==> config.mk <==
export PLATFORM = sky130hd
export DESIGN_NAME = stereo_linear_crossfade_mixer
export DESIGN_NICKNAME = d
export VERILOG_FILES = /design/src/xfm_pkg.sv /design/src/stereo_linear_crossfade_mixer.sv /design/src/xfm_lane.sv
export SDC_FILE = /design/constraint.sdc
export NUM_CORES = 1
export LEC_CHECK = 0
export ABC_CLOCK_PERIOD_IN_PS = 7100
export BUFFER_PORTS_ARGS = -buffer_cell sky130_fd_sc_hd__buf_2
export CAP_MARGIN = 20
export CELL_PAD_IN_SITES_DETAIL_PLACEMENT = 0
export CELL_PAD_IN_SITES_GLOBAL_PLACEMENT = 1
export CORE_ASPECT_RATIO = 0.8
export CORE_MARGIN = 5
export CORE_UTILIZATION = 54
export CTS_CLUSTER_SIZE = 30
export DETAILED_ROUTE_END_ITERATION = 10
export GPL_TIMING_DRIVEN = 1
export PLACE_DENSITY = 0.9
export SLEW_MARGIN = 15
export SYNTH_ARGS = -nofsm -noshare
export SYNTH_HDL_FRONTEND = slang
export SYNTH_HIERARCHICAL = 1
export SYNTH_SLANG_ARGS = --single-unit
export TNS_END_PERCENT = 100
==> constraint.sdc <==
create_clock -name clk -period 7.1 [get_ports clk]
set_clock_uncertainty 0.15 [all_clocks]
set_input_delay 0.355 -clock clk [delete_from_list [all_inputs] [get_ports clk]]
set_output_delay 0.355 -clock clk [all_outputs]
set_load 0.01 [all_outputs]
==> src/xfm_pkg.sv <==
`timescale 1ns / 1ps
// ----------------------------------------------------------------------------
// xfm_pkg - crossfade mixer shared definitions
// Sample and length widths, saturation limits and default fade counter width.
// ----------------------------------------------------------------------------
package xfm_pkg;

	localparam int SAMPLE_W      = 16;
	localparam int LEN_W         = 20;
	localparam int FADE_BITS_DEF = 20;
	// the weighted mean never exceeds 32768 in magnitude, so 17 quotient bits do
	localparam int QUOT_BITS     = 17;

	localparam logic signed [SAMPLE_W-1:0] SAT_MAX = 16'sh7FFF;
	localparam logic signed [SAMPLE_W-1:0] SAT_MIN = 16'sh8000;

endpackage

==> src/stereo_linear_crossfade_mixer.sv <==
`timescale 1ns / 1ps
// ----------------------------------------------------------------------------
// stereo_linear_crossfade_mixer - linear crossfade of two stereo tracks
// Holds the fade counters, runs both channel lanes in lockstep and keeps
// an output register so a new frame may enter while a result waits.
// ----------------------------------------------------------------------------
// Flow: a weighted frame runs FADE_BITS shift-add steps, one abs step,
//   17 divide steps and a handover; a new-track-only frame skips the lanes.
// Throughput: a new frame is taken only once the last has moved to the
//   output register; the serial multiply and divide in each lane are the
//   only work units and take one frame at a time.
// Reset: fade state cleared (not fading, counters zero), no output pending.
// ----------------------------------------------------------------------------
module stereo_linear_crossfade_mixer #(
	parameter int FADE_BITS = xfm_pkg::FADE_BITS_DEF
) (
	input  logic                                clk,
	input  logic                                arst_n,
	input  logic                                in_valid,
	output logic                                in_ready,
	input  logic                                start_fade,
	input  logic        [xfm_pkg::LEN_W-1:0]    fade_length,
	input  logic signed [xfm_pkg::SAMPLE_W-1:0] new_left,
	input  logic signed [xfm_pkg::SAMPLE_W-1:0] new_right,
	input  logic                                new_valid,
	input  logic signed [xfm_pkg::SAMPLE_W-1:0] old_left,
	input  logic signed [xfm_pkg::SAMPLE_W-1:0] old_right,
	input  logic                                old_valid,
	output logic                                out_valid,
	input  logic                                out_ready,
	output logic signed [xfm_pkg::SAMPLE_W-1:0] out_left,
	output logic signed [xfm_pkg::SAMPLE_W-1:0] out_right,
	output logic                                fade_active
);

	localparam int SW = xfm_pkg::SAMPLE_W;

	logic                   busy_q;
	logic                   pend_q;
	logic                   out_valid_q;
	logic                   fading_q;
	logic [FADE_BITS-1:0]   left_q;
	logic [FADE_BITS-1:0]   total_q;

	logic                   byp_q;
	logic signed [SW-1:0]   byp_l_q;
	logic signed [SW-1:0]   byp_r_q;
	logic                   fact_q;
	logic signed [SW-1:0]   out_l_q;
	logic signed [SW-1:0]   out_r_q;
	logic                   out_fa_q;

	logic                   accept_c;
	logic                   move_c;
	logic [FADE_BITS-1:0]   len_c;
	logic                   fade_c;
	logic [FADE_BITS-1:0]   r_c;
	logic [FADE_BITS-1:0]   t_c;
	logic [FADE_BITS-1:0]   left_nxt_c;
	logic                   wgt_c;
	logic [FADE_BITS-1:0]   wn_c;
	logic signed [SW-1:0]   nl_c;
	logic signed [SW-1:0]   nr_c;
	logic signed [SW-1:0]   ol_c;
	logic signed [SW-1:0]   or_c;

	logic                   done_l;
	logic                   done_r;
	logic signed [SW-1:0]   res_l;
	logic signed [SW-1:0]   res_r;

	assign in_ready = !busy_q;
	assign accept_c = in_valid && !busy_q;
	assign move_c   = pend_q && (!out_valid_q || out_ready);

	always_comb begin
		len_c      = FADE_BITS'({{(64 - xfm_pkg::LEN_W){1'b0}}, fade_length});
		fade_c     = fading_q;
		r_c        = left_q;
		t_c        = total_q;
		if (start_fade) begin
			fade_c = (len_c != '0);
			r_c    = len_c;
			t_c    = len_c;
		end
		left_nxt_c = r_c;
		wgt_c      = 1'b0;
		if (fade_c) begin
			if (r_c != '0 && t_c != '0) begin
				wgt_c      = 1'b1;
				left_nxt_c = r_c - 1'b1;
			end else begin
				fade_c = 1'b0;
			end
		end
		wn_c = t_c - r_c;
		nl_c = new_valid ? new_left  : '0;
		nr_c = new_valid ? new_right : '0;
		ol_c = old_valid ? old_left  : '0;
		or_c = old_valid ? old_right : '0;
	end

	xfm_lane #(
		.FADE_BITS (FADE_BITS)
	) u_lane_l (
		.clk     (clk),
		.arst_n  (arst_n),
		.start   (accept_c && wgt_c),
		.nw      (nl_c),
		.od      (ol_c),
		.wgt_new (wn_c),
		.wgt_old (r_c),
		.total   (t_c),
		.done    (done_l),
		.result  (res_l)
	);

	xfm_lane #(
		.FADE_BITS (FADE_BITS)
	) u_lane_r (
		.clk     (clk),
		.arst_n  (arst_n),
		.start   (accept_c && wgt_c),
		.nw      (nr_c),
		.od      (or_c),
		.wgt_new (wn_c),
		.wgt_old (r_c),
		.total   (t_c),
		.done    (done_r),
		.result  (res_r)
	);

	always_ff @(posedge clk or negedge arst_n) begin
		if (!arst_n) begin
			busy_q      <= 1'b0;
			pend_q      <= 1'b0;
			out_valid_q <= 1'b0;
			fading_q    <= 1'b0;
			left_q      <= '0;
			total_q     <= '0;
		end else begin
			if (accept_c) begin
				busy_q   <= 1'b1;
				pend_q   <= !wgt_c;
				fading_q <= fade_c;
				left_q   <= left_nxt_c;
				total_q  <= t_c;
			end else if (move_c) begin
				busy_q <= 1'b0;
				pend_q <= 1'b0;
			end else if (done_l) begin
				pend_q <= 1'b1;
			end

			if (move_c)
				out_valid_q <= 1'b1;
			else if (out_ready)
				out_valid_q <= 1'b0;
		end
	end

	always_ff @(posedge clk) begin
		if (accept_c) begin
			byp_q   <= !wgt_c;
			byp_l_q <= nl_c;
			byp_r_q <= nr_c;
			fact_q  <= fade_c;
		end
		if (move_c) begin
			out_l_q  <= byp_q ? byp_l_q : res_l;
			out_r_q  <= byp_q ? byp_r_q : res_r;
			out_fa_q <= fact_q;
		end
	end

	assign out_valid   = out_valid_q;
	assign out_left    = out_l_q;
	assign out_right   = out_r_q;
	assign fade_active = out_fa_q;

	// both lanes run the same schedule
	a_lanes_lockstep: assert property (@(posedge clk) disable iff (!arst_n)
		done_l == done_r)
		else $error("channel lanes out of step");

	// a lane finishes only for a transaction still in flight
	a_done_busy: assert property (@(posedge clk) disable iff (!arst_n)
		done_l |-> (busy_q && !pend_q))
		else $error("lane result without a pending transaction");

	a_pend_busy: assert property (@(posedge clk) disable iff (!arst_n)
		pend_q |-> busy_q)
		else $error("result pending while idle");

	a_left_le_total: assert property (@(posedge clk) disable iff (!arst_n)
		fading_q |-> (left_q < total_q))
		else $error("frames left exceed fade length");

endmodule

==> src/xfm_lane.sv <==
`timescale 1ns / 1ps
// ----------------------------------------------------------------------------
// xfm_lane - one channel of the crossfade datapath
// Bit-serial shift-add of new*(T-R) + old*R, then a restoring divide by T,
// one quotient bit per cycle, truncated toward zero and saturated.
// ----------------------------------------------------------------------------
module xfm_lane #(
	parameter int FADE_BITS = xfm_pkg::FADE_BITS_DEF
) (
	input  logic                                  clk,
	input  logic                                  arst_n,
	input  logic                                  start,
	input  logic signed [xfm_pkg::SAMPLE_W-1:0]   nw,
	input  logic signed [xfm_pkg::SAMPLE_W-1:0]   od,
	input  logic        [FADE_BITS-1:0]           wgt_new,
	input  logic        [FADE_BITS-1:0]           wgt_old,
	input  logic        [FADE_BITS-1:0]           total,
	output logic                                  done,
	output logic signed [xfm_pkg::SAMPLE_W-1:0]   result
);

	localparam int QB       = xfm_pkg::QUOT_BITS;
	localparam int ACC_W    = FADE_BITS + QB;
	localparam int STEP_MAX = (FADE_BITS > QB) ? FADE_BITS : QB;
	localparam int CNT_W    = $clog2(STEP_MAX);
	localparam int SV_W     = QB + 1;

	typedef enum logic [4:0] {
		L_IDLE = 5'b00001,
		L_MUL  = 5'b00010,
		L_ABS  = 5'b00100,
		L_DIV  = 5'b01000,
		L_FIN  = 5'b10000
	} lane_state_t;

	lane_state_t                         state_q;
	logic        [CNT_W-1:0]             cnt_q;
	logic                                done_q;

	logic signed [xfm_pkg::SAMPLE_W-1:0] nw_q;
	logic signed [xfm_pkg::SAMPLE_W-1:0] od_q;
	logic        [FADE_BITS-1:0]         wn_q;
	logic        [FADE_BITS-1:0]         wo_q;
	logic        [FADE_BITS-1:0]         tot_q;
	logic signed [ACC_W-1:0]             acc_q;
	logic                                neg_q;
	logic        [FADE_BITS-1:0]         rem_q;
	logic        [QB-1:0]                qsh_q;
	logic signed [xfm_pkg::SAMPLE_W-1:0] res_q;

	logic signed [ACC_W-1:0]             pn_c;
	logic signed [ACC_W-1:0]             po_c;
	logic        [ACC_W-1:0]             mag_c;
	logic        [FADE_BITS:0]           trial_c;
	logic        [FADE_BITS+1:0]         diff_c;
	logic                                ge_c;
	logic signed [SV_W-1:0]              sval_c;
	logic signed [xfm_pkg::SAMPLE_W-1:0] sat_c;

	always_comb begin
		pn_c    = wn_q[FADE_BITS-1] ? ACC_W'(nw_q) : '0;
		po_c    = wo_q[FADE_BITS-1] ? ACC_W'(od_q) : '0;
		mag_c   = acc_q[ACC_W-1] ? ACC_W'(-acc_q) : ACC_W'(acc_q);
		trial_c = {rem_q, qsh_q[QB-1]};
		diff_c  = {1'b0, trial_c} - {2'b00, tot_q};
		ge_c    = !diff_c[FADE_BITS+1];
		sval_c  = neg_q ? -$signed({1'b0, qsh_q}) : $signed({1'b0, qsh_q});
		if (sval_c > SV_W'(xfm_pkg::SAT_MAX))
			sat_c = xfm_pkg::SAT_MAX;
		else if (sval_c < SV_W'(xfm_pkg::SAT_MIN))
			sat_c = xfm_pkg::SAT_MIN;
		else
			sat_c = sval_c[xfm_pkg::SAMPLE_W-1:0];
	end

	always_ff @(posedge clk or negedge arst_n) begin
		if (!arst_n) begin
			state_q <= L_IDLE;
			cnt_q   <= '0;
			done_q  <= 1'b0;
		end else begin
			case (state_q)
				L_IDLE: begin
					done_q <= 1'b0;
					if (start) begin
						state_q <= L_MUL;
						cnt_q   <= CNT_W'(FADE_BITS - 1);
					end
				end
				L_MUL: begin
					if (cnt_q == '0)
						state_q <= L_ABS;
					else
						cnt_q <= cnt_q - 1'b1;
				end
				L_ABS: begin
					state_q <= L_DIV;
					cnt_q   <= CNT_W'(QB - 1);
				end
				L_DIV: begin
					if (cnt_q == '0)
						state_q <= L_FIN;
					else
						cnt_q <= cnt_q - 1'b1;
				end
				L_FIN: begin
					state_q <= L_IDLE;
					done_q  <= 1'b1;
				end
				default: begin
					state_q <= L_IDLE;
					done_q  <= 1'b0;
				end
			endcase
		end
	end

	always_ff @(posedge clk) begin
		case (state_q)
			L_IDLE: begin
				if (start) begin
					nw_q  <= nw;
					od_q  <= od;
					wn_q  <= wgt_new;
					wo_q  <= wgt_old;
					tot_q <= total;
					acc_q <= '0;
				end
			end
			L_MUL: begin
				// MSB first: acc = 2*acc + bit_n*new + bit_o*old
				acc_q <= (acc_q <<< 1) + pn_c + po_c;
				wn_q  <= wn_q << 1;
				wo_q  <= wo_q << 1;
			end
			L_ABS: begin
				// high part is already below T, so only QB steps remain
				neg_q <= acc_q[ACC_W-1];
				rem_q <= mag_c[ACC_W-1:QB];
				qsh_q <= mag_c[QB-1:0];
			end
			L_DIV: begin
				rem_q <= ge_c ? diff_c[FADE_BITS-1:0] : trial_c[FADE_BITS-1:0];
				qsh_q <= {qsh_q[QB-2:0], ge_c};
			end
			L_FIN: begin
				res_q <= sat_c;
			end
			default: begin
			end
		endcase
	end

	assign done   = done_q;
	assign result = res_q;

endmodule
* Word-level counts from Yosys, hierarchy flattened
Index checks and enable logic that the tools add are counted.
Word-level totals: word-level logic and storage cells 165, input port bits 91, output and inout port bits 35, register bits after elaboration 498
Cells by class: add/sub/neg operators 14, equal/unequal tests 18, mux-type cells 56, $lt $le $gt $ge 4, reduce and logical (&&, ||, !) cells 35
Operators with widths (number):
- 37-bit two-way mux | 7
- 20-bit one-hot mux with 2 select lines | 6
- 20-bit two-way mux | 8
- 37-bit adder | 4
- 37-bit one-hot mux with 2 select lines | 2
- 16-bit two-way mux | 6
- 37-bit negation | 2
- 17-bit one-hot mux with 2 select lines | 2
- 20-bit nonzero test | 3
- 21-bit by 20-bit subtractor with 22-bit output | 2
- 5-bit two-way mux | 8
- 5-bit one-hot mux with 4 select lines | 2
- 18-bit by 16-bit greater-than comparator with 1-bit output (second input constant) | 2
- 18-bit by 16-bit less-than comparator with 1-bit output (second input constant) | 2
- 18-bit two-way mux | 2
- 17-bit negation with 18-bit output | 2
- 5-bit one-hot mux with 3 select lines | 2
- 20-bit by 1-bit subtractor with 20-bit output (second input constant) | 1
- 20-bit subtractor | 1
- 3-bit AND reduction | 4
- 2-bit nonzero test | 6
- 5-bit by 1-bit == test with 1-bit output (second input constant) | 2
- 5-bit by 2-bit == test with 1-bit output (second input constant) | 2
- 5-bit by 3-bit == test with 1-bit output (second input constant) | 2
- 15 further kinds | 47

* Depth between registers and ports, before layout
Gate-level depths: netlist (run 1).
depth in word-level cells 8, mapped depth 19, depth with buffers taken out 14

* Cells and area by module
The synthesis (run 1) kept the hierarchy.
By module, submodules not included:
- xfm_lane at u_lane_l | sequential area each 5771.8 um^2, cells each 1208, area each 12470.7 um^2, instances 1
- xfm_lane at u_lane_r | sequential area each 5771.8 um^2, cells each 1199, area each 12279.3 um^2, instances 1
- stereo_linear_crossfade_mixer | sequential area each 3113.0 um^2, cells each 657, area each 6625.1 um^2, instances 1

* Least setup slack after synthesis (run 1)
No wires, ideal clock.
path kind input -> register, from input port start_fade, to register u_lane_r.acc_q[0] (enable), data required time 6.171 ns, buffers on the path 4, cell stages on the path 12, setup time 0.779 ns, data arrival time 3.659 ns, setup slack 2.512 ns, cells stage by stage buf_6 > buf_2 > buf_6 > mux2i_1 > ha_1 > nand4_1 > or3_1 > buf_6 > nand2_2 > nor2_1 > nand4b_1 > nand2_1
Between the ends: cells in the longest elaborated chain, start to end 8, elaborated cells between the ends (all ways) 11, classes of those cells eq/ne: 1; mux: 5; reduce/logical: 5
Ends and longest elaborated chain:
- from (decl) | RTL line stereo_linear_crossfade_mixer.sv:21 | input logic start_fade,
- 20-bit two-way mux | RTL line stereo_linear_crossfade_mixer.sv:81 | if (start_fade) begin
- 20-bit nonzero test | RTL line stereo_linear_crossfade_mixer.sv:89 | if (r_c != '0 && t_c != '0) begin
- 1-bit logical AND | RTL line stereo_linear_crossfade_mixer.sv:89
- 1-bit two-way mux | RTL line stereo_linear_crossfade_mixer.sv:89
- 1-bit two-way mux (*) | RTL line stereo_linear_crossfade_mixer.sv:88 | if (fade_c) begin
- 1-bit logical AND (*) | RTL line stereo_linear_crossfade_mixer.sv:123 | .start (accept_c && wgt_c),
- 2-bit inequality test (no source line) (*)
- 2-bit AND reduction (no source line) (*)
- to (signal assigned) | RTL line xfm_lane.sv:132 | acc_q <= (acc_q <<< 1) + pn_c + po_c;
- to (decl) | RTL line xfm_lane.sv:45 | logic signed [ACC_W-1:0] acc_q;
Mark *: on every way between the ends. The rest lies on a longest branch, timed or not. A chain may end at the register's enable or synchronous reset.

* Worst setup path in the final report (run 1)
from register u_lane_r.wn_q[19], to register u_lane_r.acc_q[33] (data pin)
Between the ends: cells in the longest elaborated chain, start to end 4
Ends and longest elaborated chain:
- from (decl) | RTL line xfm_lane.sv:42 | logic [FADE_BITS-1:0] wn_q;
- from (signal assigned) | RTL line xfm_lane.sv:124 | wn_q <= wgt_new;
- from (signal assigned) | RTL line xfm_lane.sv:133 | wn_q <= wn_q << 1;
- 37-bit two-way mux | RTL line xfm_lane.sv:61 | pn_c = wn_q[FADE_BITS-1] ? ACC_W'(nw_q) : '0;
- 37-bit adder (2 in a row) | RTL line xfm_lane.sv:132
- 37-bit one-hot mux with 2 select lines | RTL line xfm_lane.sv:119 | case (state_q)
No other way between the ends.

==> run summary, run 1 <==
* Hold Vio Cnt, Final: 0
* unrepaired setup endpoints after global routing: no
* relative area change from synthesis to final layout: 12.3%
* TritonCTS clock tree: yes
* Post-Syn Area: 0.0313 sq mm
* Clock Tree Root: sky130_fd_sc_hd__clkbuf_16
* maximum number of pins on one net before global-route repair: 79
* part of the power in combinational logic: 0.053
* Tot GR Track Use: 0.247
* per-instance average area after synthesis: 10.2 sq um
* share of total power in sequential cells: 0.494
* Layout Nets: 3,520
* clock net sink count: 498
* kind of critical path: reg2reg
* DRC viols: 0
* maximum achievable frequency: 198 MHz
* H-Tree Depth: 2
* synthesized netlist cell count: 3,062
* maxcap violations: 0
* WL/cell: 19.7 microns
* Synthesis Warnings: 6
* Placement Rows: 79
* core utilization of the finished layout: 0.609
* Tightest Pin Transition: 1010 ps
* global-route congestion overflow total: 0
* run status: completed
* post_cts resized: 0
* wire length of the first global-routing pass: 125,000 microns
* Detailed Route WL: 79,300 microns
* kind of start point of the critical path: flip-flop
* Die Area: 0.0630 sq mm
* shortest clock period the worst path allows after layout: 5050 ps
* worst slew margin relative to its limit: 0.324
* total of endpoints with negative setup slack in the final report: 0
* Post-Synthesis Net Count: 3,369
* die boundary width: 279 microns
* critical path fanouts, max: 20
* worst min-delay path class: in2reg
* final-report max-slew violation count: 0
* length of the first detailed-routing pass in iterations: 6
* post-layout total power: 6.42 mW
* detailed router's first-iteration violation count: 2,218
* source-to-sink clock delay at the later pin of the worst-skew pair: 600 ps
* number of routed nets with antenna violations: 0
* initial antenna violation count: 3
* Req. time, crit path: 7290 ps
* post-CTS setup buffer count: 0
* Final GP Congestion: 0.902
* clock group share of total power: 0.452
* vias in the first global route: 23,200
* routed vias/inst: 5.91
* number of top-level design ports: 126
* largest registers: u_lane_l/acc_q x37, u_lane_r/acc_q x37
* switching power of the nets: 1.36 mW
* count of input and output buffers: 125
* internal power: 5.06 mW
* leakage power: 13.4 nW
* Peak VDD IR: 0.211 mV
* Die Span Y: 225 microns
* count of vias placed by the detailed router: 23,800
* fraction of layout instances using a drive strength above 1: 0.104
* number of clock buffers inserted by TritonCTS: 51
* core area: 0.0578 sq mm
* clock slew seen by the registers of the worst setup and hold paths: 60 ps
* number of buffers inserted for hold repair after clock tree synthesis: 62
* ratio of total power to cell area: 182 mW/mm^2
* Period Utilization, post-route: 0.711
* post-DP HPWL: 57,800 microns
* setup TNS: 0 ps
* Clock Tree Buf Depth: 3
* Starting Density: 0.542
* switching power as a share of total power: 0.212
* Arr. time, crit path: 5240 ps
* crit end category: flip-flop
## worst max-delay path, cell delays in order (launching register included)
cell and delay [ps]:
sky130_fd_sc_hd__edfxtp_1 620, sky130_fd_sc_hd__nand2_1 300, sky130_fd_sc_hd__inv_1 810, sky130_fd_sc_hd__fa_1 560
sky130_fd_sc_hd__ha_1 400, sky130_fd_sc_hd__a211o_1 290, sky130_fd_sc_hd__a21oi_1 250, sky130_fd_sc_hd__nand2_1 90
sky130_fd_sc_hd__o21ai_0 320, sky130_fd_sc_hd__a211oi_1 230, sky130_fd_sc_hd__o31a_1 360, sky130_fd_sc_hd__o31ai_1 270
sky130_fd_sc_hd__mux2i_1 110
## power groups by stage
stage | Combinational (mW) | Clock [mW] | Sequential [mW]
floorplan | 0.199 | 0 | 3.24
global placement | 0.302 | 0 | 3.24
detailed placement | 0.310 | 0 | 3.24
CTS | 0.338 | 2.95 | 3.17
global route | 0.380 | 3.08 | 3.17
finish | 0.341 | 2.90 | 3.17
## metal layers
metal / wire, microns / global-route usage
met1: 36800 / 0.370
met2: 34700 / 0.379
met3: 6350 / 0.0462
met4: 1420 / 0.0534
met5: 0 / 0
## metrics by stage
stage / worst slack (ps) / cells / cell area (sq um) / hold WS, ps
floorplan: 2510 / 3062 / 31300 / -90.6
global placement: 2080 / 3863 / 32700 / 253
detailed placement: 2130 / 3864 / 32700 / 269
CTS: 2100 / 4019 / 35100 / 0.539
global route: 1700 / 4022 / 35200 / 17.1
finish: 2050 / 4023 / 35200 / 13.4
## worst paths after layout
kind / from / end / slack (ps) / depth (start not counted)
min in group asynchronous: arst_n / total_q[17] / 350 / 3
hold reg to reg: fact_q / fade_active / 280 / 0
setup reg to reg: u_lane_r/wn_q[19] / u_lane_r/acc_q[33] / 2050 / 12
setup / recovery: u_lane_r/wn_q[19] / u_lane_r/acc_q[33] / 2050 / 12
max in group asynchronous: arst_n / u_lane_l/cnt_q[0] / 5820 / 3
hold / removal: new_left[11] / byp_l_q[11] / 10 / 2
## placed cells by master, fill, tap and decap left out, drive strengths merged, types with 8 or more instances in the layout
cell         count
a31oi           26
a21oi          130
nand4           25
nor4            16
fa              75
o211ai          23
o21a            46
nand3           46
dlygate4sd3     62
ha             141
buf            155
and2           135
inv            156
o31ai           35
mux2            43
a211oi          25
mux2i           40
a21o            49
edfxtp         433
nand3b          11
or4             27
clkinv          18
nor2b           24
nor2           190
o21bai          10
clkbuf          62
o41ai           22
dfrtp           63
o21ai          213
nor3b            8
xnor2          111
and3            16
or2             13
nand2          485
nand2b          28
nor3            64
a21boi           9
bufinv          11
xor2            93
or3             26
## layout make-up
class,count,area [sq um]
Antenna cell,1,2.50
Clock buffer,62,1340
Clock inverter,31,457
Fill cell,4650,22600
Inverter,157,591
Multi-Input combinational cell,2288,15700
Sequential cell,498,14600
Tap cell,769,962
Timing Repair Buffer,217,1530
No activity file was read; power rests on OpenSTA's default activity.
==> inputs of run 2 (changes only) <==
--- a/config.mk
+++ b/config.mk
@@ -5,18 +5,19 @@
 export SDC_FILE = /design/constraint.sdc
 export NUM_CORES = 1
 export LEC_CHECK = 0
-export ABC_CLOCK_PERIOD_IN_PS = 7100
+export ABC_AREA = 1
+export ABC_CLOCK_PERIOD_IN_PS = 4910
 export BUFFER_PORTS_ARGS = -buffer_cell sky130_fd_sc_hd__buf_2
 export CAP_MARGIN = 20
 export CELL_PAD_IN_SITES_DETAIL_PLACEMENT = 0
 export CELL_PAD_IN_SITES_GLOBAL_PLACEMENT = 1
 export CORE_ASPECT_RATIO = 0.8
 export CORE_MARGIN = 5
-export CORE_UTILIZATION = 54
+export CORE_UTILIZATION = 48
 export CTS_CLUSTER_SIZE = 30
 export DETAILED_ROUTE_END_ITERATION = 10
 export GPL_TIMING_DRIVEN = 1
-export PLACE_DENSITY = 0.9
+export PLACE_DENSITY = 0.86
 export SLEW_MARGIN = 15
 export SYNTH_ARGS = -nofsm -noshare
 export SYNTH_HDL_FRONTEND = slang
==> constraint.sdc (replaced) <==
create_clock -name clk -period 4.91 [get_ports clk]
set_clock_uncertainty 0.15 [all_clocks]
set_input_delay 0.2455 -clock clk [delete_from_list [all_inputs] [get_ports clk]]
set_output_delay 0.2455 -clock clk [all_outputs]
set_load 0.01 [all_outputs]
==> run summary, run 2 <==
* run status: completed
* H-Tree Depth: 2
* synthesized netlist cell count: 4,528
* commonest non-fill, non-tap cells in the layout: sky130_fd_sc_hd__nand2_1, sky130_fd_sc_hd__inv_1, sky130_fd_sc_hd__edfxtp_1
* worst-case setup slack after placement: 973 ps
* count of input and output buffers: 125
* Tot GR Track Use: 0.255
* largest registers: u_lane_l/acc_q x37, u_lane_r/acc_q x37
* WL/cell: 18.0 microns
* Period Utilization, post-route: 0.811
* Peak VDD IR: 0.317 mV
* post-CTS setup buffer count: 0
* initial antenna violation count: 5
* source-to-sink clock delay at the later pin of the worst-skew pair: 640 ps
* worst slew margin relative to its limit: 0.374
* number of top-level design ports: 126
* die boundary width: 312 microns
* per-instance average area after synthesis: 7.74 sq um
* unrepaired setup endpoints after global routing: no
* final worst-path setup slack: 927 ps
* maximum achievable frequency: 251 MHz
* Layout Nets: 5,038
* post-DP HPWL: 77,100 microns
* number of clock buffers inserted by TritonCTS: 54
* number of routed nets with antenna violations: 0
* setup TNS: 0 ps
* Die Span Y: 252 microns
* wire length of the first global-routing pass: 160,000 microns
* Synthesis Warnings: 6
* leakage power: 19.0 nW
* post_cts resized: 0
* Clock Tree Root: sky130_fd_sc_hd__clkbuf_16
* Arr. time, crit path: 4230 ps
* Tightest Pin Transition: 939 ps
* final-report max-slew violation count: 0
* relative area change from synthesis to final layout: 12.3%
* worst min-delay path class: in2reg
* clock slew seen by the registers of the worst setup and hold paths: 70 ps
* crit end category: flip-flop
* Clock Tree Buf Depth: 3
* post-layout total power: 19.7 mW
* routed vias/inst: 5.28
* DRC viols: 0
* length of the first detailed-routing pass in iterations: 6
* switching power of the nets: 8.67 mW
* Filler cells: 6,841
* fraction of layout instances using a drive strength above 1: 0.0894
* part of the power in combinational logic: 0.464
* Post-Syn Area: 0.0350 sq mm
* kind of critical path: reg2reg
* TritonCTS clock tree: yes
* Die Area: 0.0785 sq mm
* most frequent standard cell in the layout excluding fill and tap cells: sky130_fd_sc_hd__nand2_1
* switching power as a share of total power: 0.440
* shortest clock period the worst path allows after layout: 3980 ps
* maximum number of pins on one net before global-route repair: 90
* count of vias placed by the detailed router: 30,200
* share of total power in sequential cells: 0.324
* Req. time, crit path: 5160 ps
* critical path fanouts, max: 16
* global-route congestion overflow total: 0
* area of placed instances: 0.0367 sq mm
* Hold Vio Cnt, Final: 0
* Final Cell Area: 0.0393 sq mm
* Starting Density: 0.485
* ratio of total power to cell area: 501 mW/mm^2
* maxcap violations: 0
* total of endpoints with negative setup slack in the final report: 0
* internal power: 11.0 mW
* Final GP Congestion: 0.936
* detailed router's first-iteration violation count: 3,012
* clock net sink count: 498
* core area: 0.0722 sq mm
* Placement Rows: 88
* kind of start point of the critical path: flip-flop
* Post-Synthesis Net Count: 4,835
* clock group share of total power: 0.213
* vias in the first global route: 28,100
* Detailed Route WL: 103,000 microns
-- run 2: through the flow --
stage | util | cells | hold slack, ps
floorplan | - | 4528 | -200
global placement | 0.508 | 5540 | 252
detailed placement | 0.508 | 5540 | 257
CTS | 0.544 | 5719 | 1.08
global route | 0.544 | 5720 | 43.0
finish | 0.544 | 5721 | 46.1
-- run 2: power groups by stage --
stage | registers, mW | clock network, mW | logic, mW
3_3_place_gp | 6.43 | 0 | 8.83
2_1_floorplan | 6.31 | 0 | 6.31
3_5_place_dp | 6.45 | 0 | 8.87
5_1_grt | 6.46 | 4.45 | 10.3
6_report | 6.38 | 4.20 | 9.14
4_1_cts | 6.37 | 4.27 | 8.99
-- run 2: cell type report --
class | instances | area, sq um | share of cell area
antenna | 1 | 2.50 | 0.0000636
clock buffer | 60 | 1380 | 0.0352
clock inverter | 40 | 419 | 0.0107
inverter | 689 | 2590 | 0.0658
multi-input combinational | 3240 | 17300 | 0.440
sequential | 498 | 14600 | 0.372
tap | 945 | 1180 | 0.0301
timing repair buffer | 248 | 1810 | 0.0460
-- run 2: worst paths after layout --
kind	startpoint	end	slack (ps)	cells past startpoint
worst max register to register	u_lane_l/wo_q[19]	u_lane_l/acc_q[28]	930	12
min in group asynchronous	arst_n	total_q[12]	190	3
worst min-delay path	fade_length[16]	u_lane_l/wo_q[16]	50	5
worst min register to register	fact_q	fade_active	270	0
max in group asynchronous	arst_n	u_lane_l/done	3750	3
worst max-delay path	u_lane_l/wo_q[19]	u_lane_l/acc_q[28]	930	12
-- run 2: what timing repair did --
action	CTS	global route
setup endpoints to repair	0	0
hold buffers	79	0
hold endpoints to repair	203	0
-- run 2: worst max-delay path, stage by stage (launching register included) --
cell,delay (ps)
sky130_fd_sc_hd__edfxtp_1,680
sky130_fd_sc_hd__nand2_1,220
sky130_fd_sc_hd__inv_1,580
sky130_fd_sc_hd__buf_4,320
sky130_fd_sc_hd__fa_1,440
sky130_fd_sc_hd__ha_1,370
sky130_fd_sc_hd__nand2_1,120
sky130_fd_sc_hd__nor2_1,220
sky130_fd_sc_hd__nand2_1,140
sky130_fd_sc_hd__nor3_1,130
sky130_fd_sc_hd__o21ai_0,140
sky130_fd_sc_hd__a21oi_1,170
sky130_fd_sc_hd__nor2_1,60
-- run 2: per-layer routing --
layer	wire length, microns	share of wire	global-route usage
met1	50500	0.49	0.408
met2	42000	0.41	0.364
met3	8630	0.084	0.0439
met4	1600	0.016	0.0457
met5	26	0.00025	0
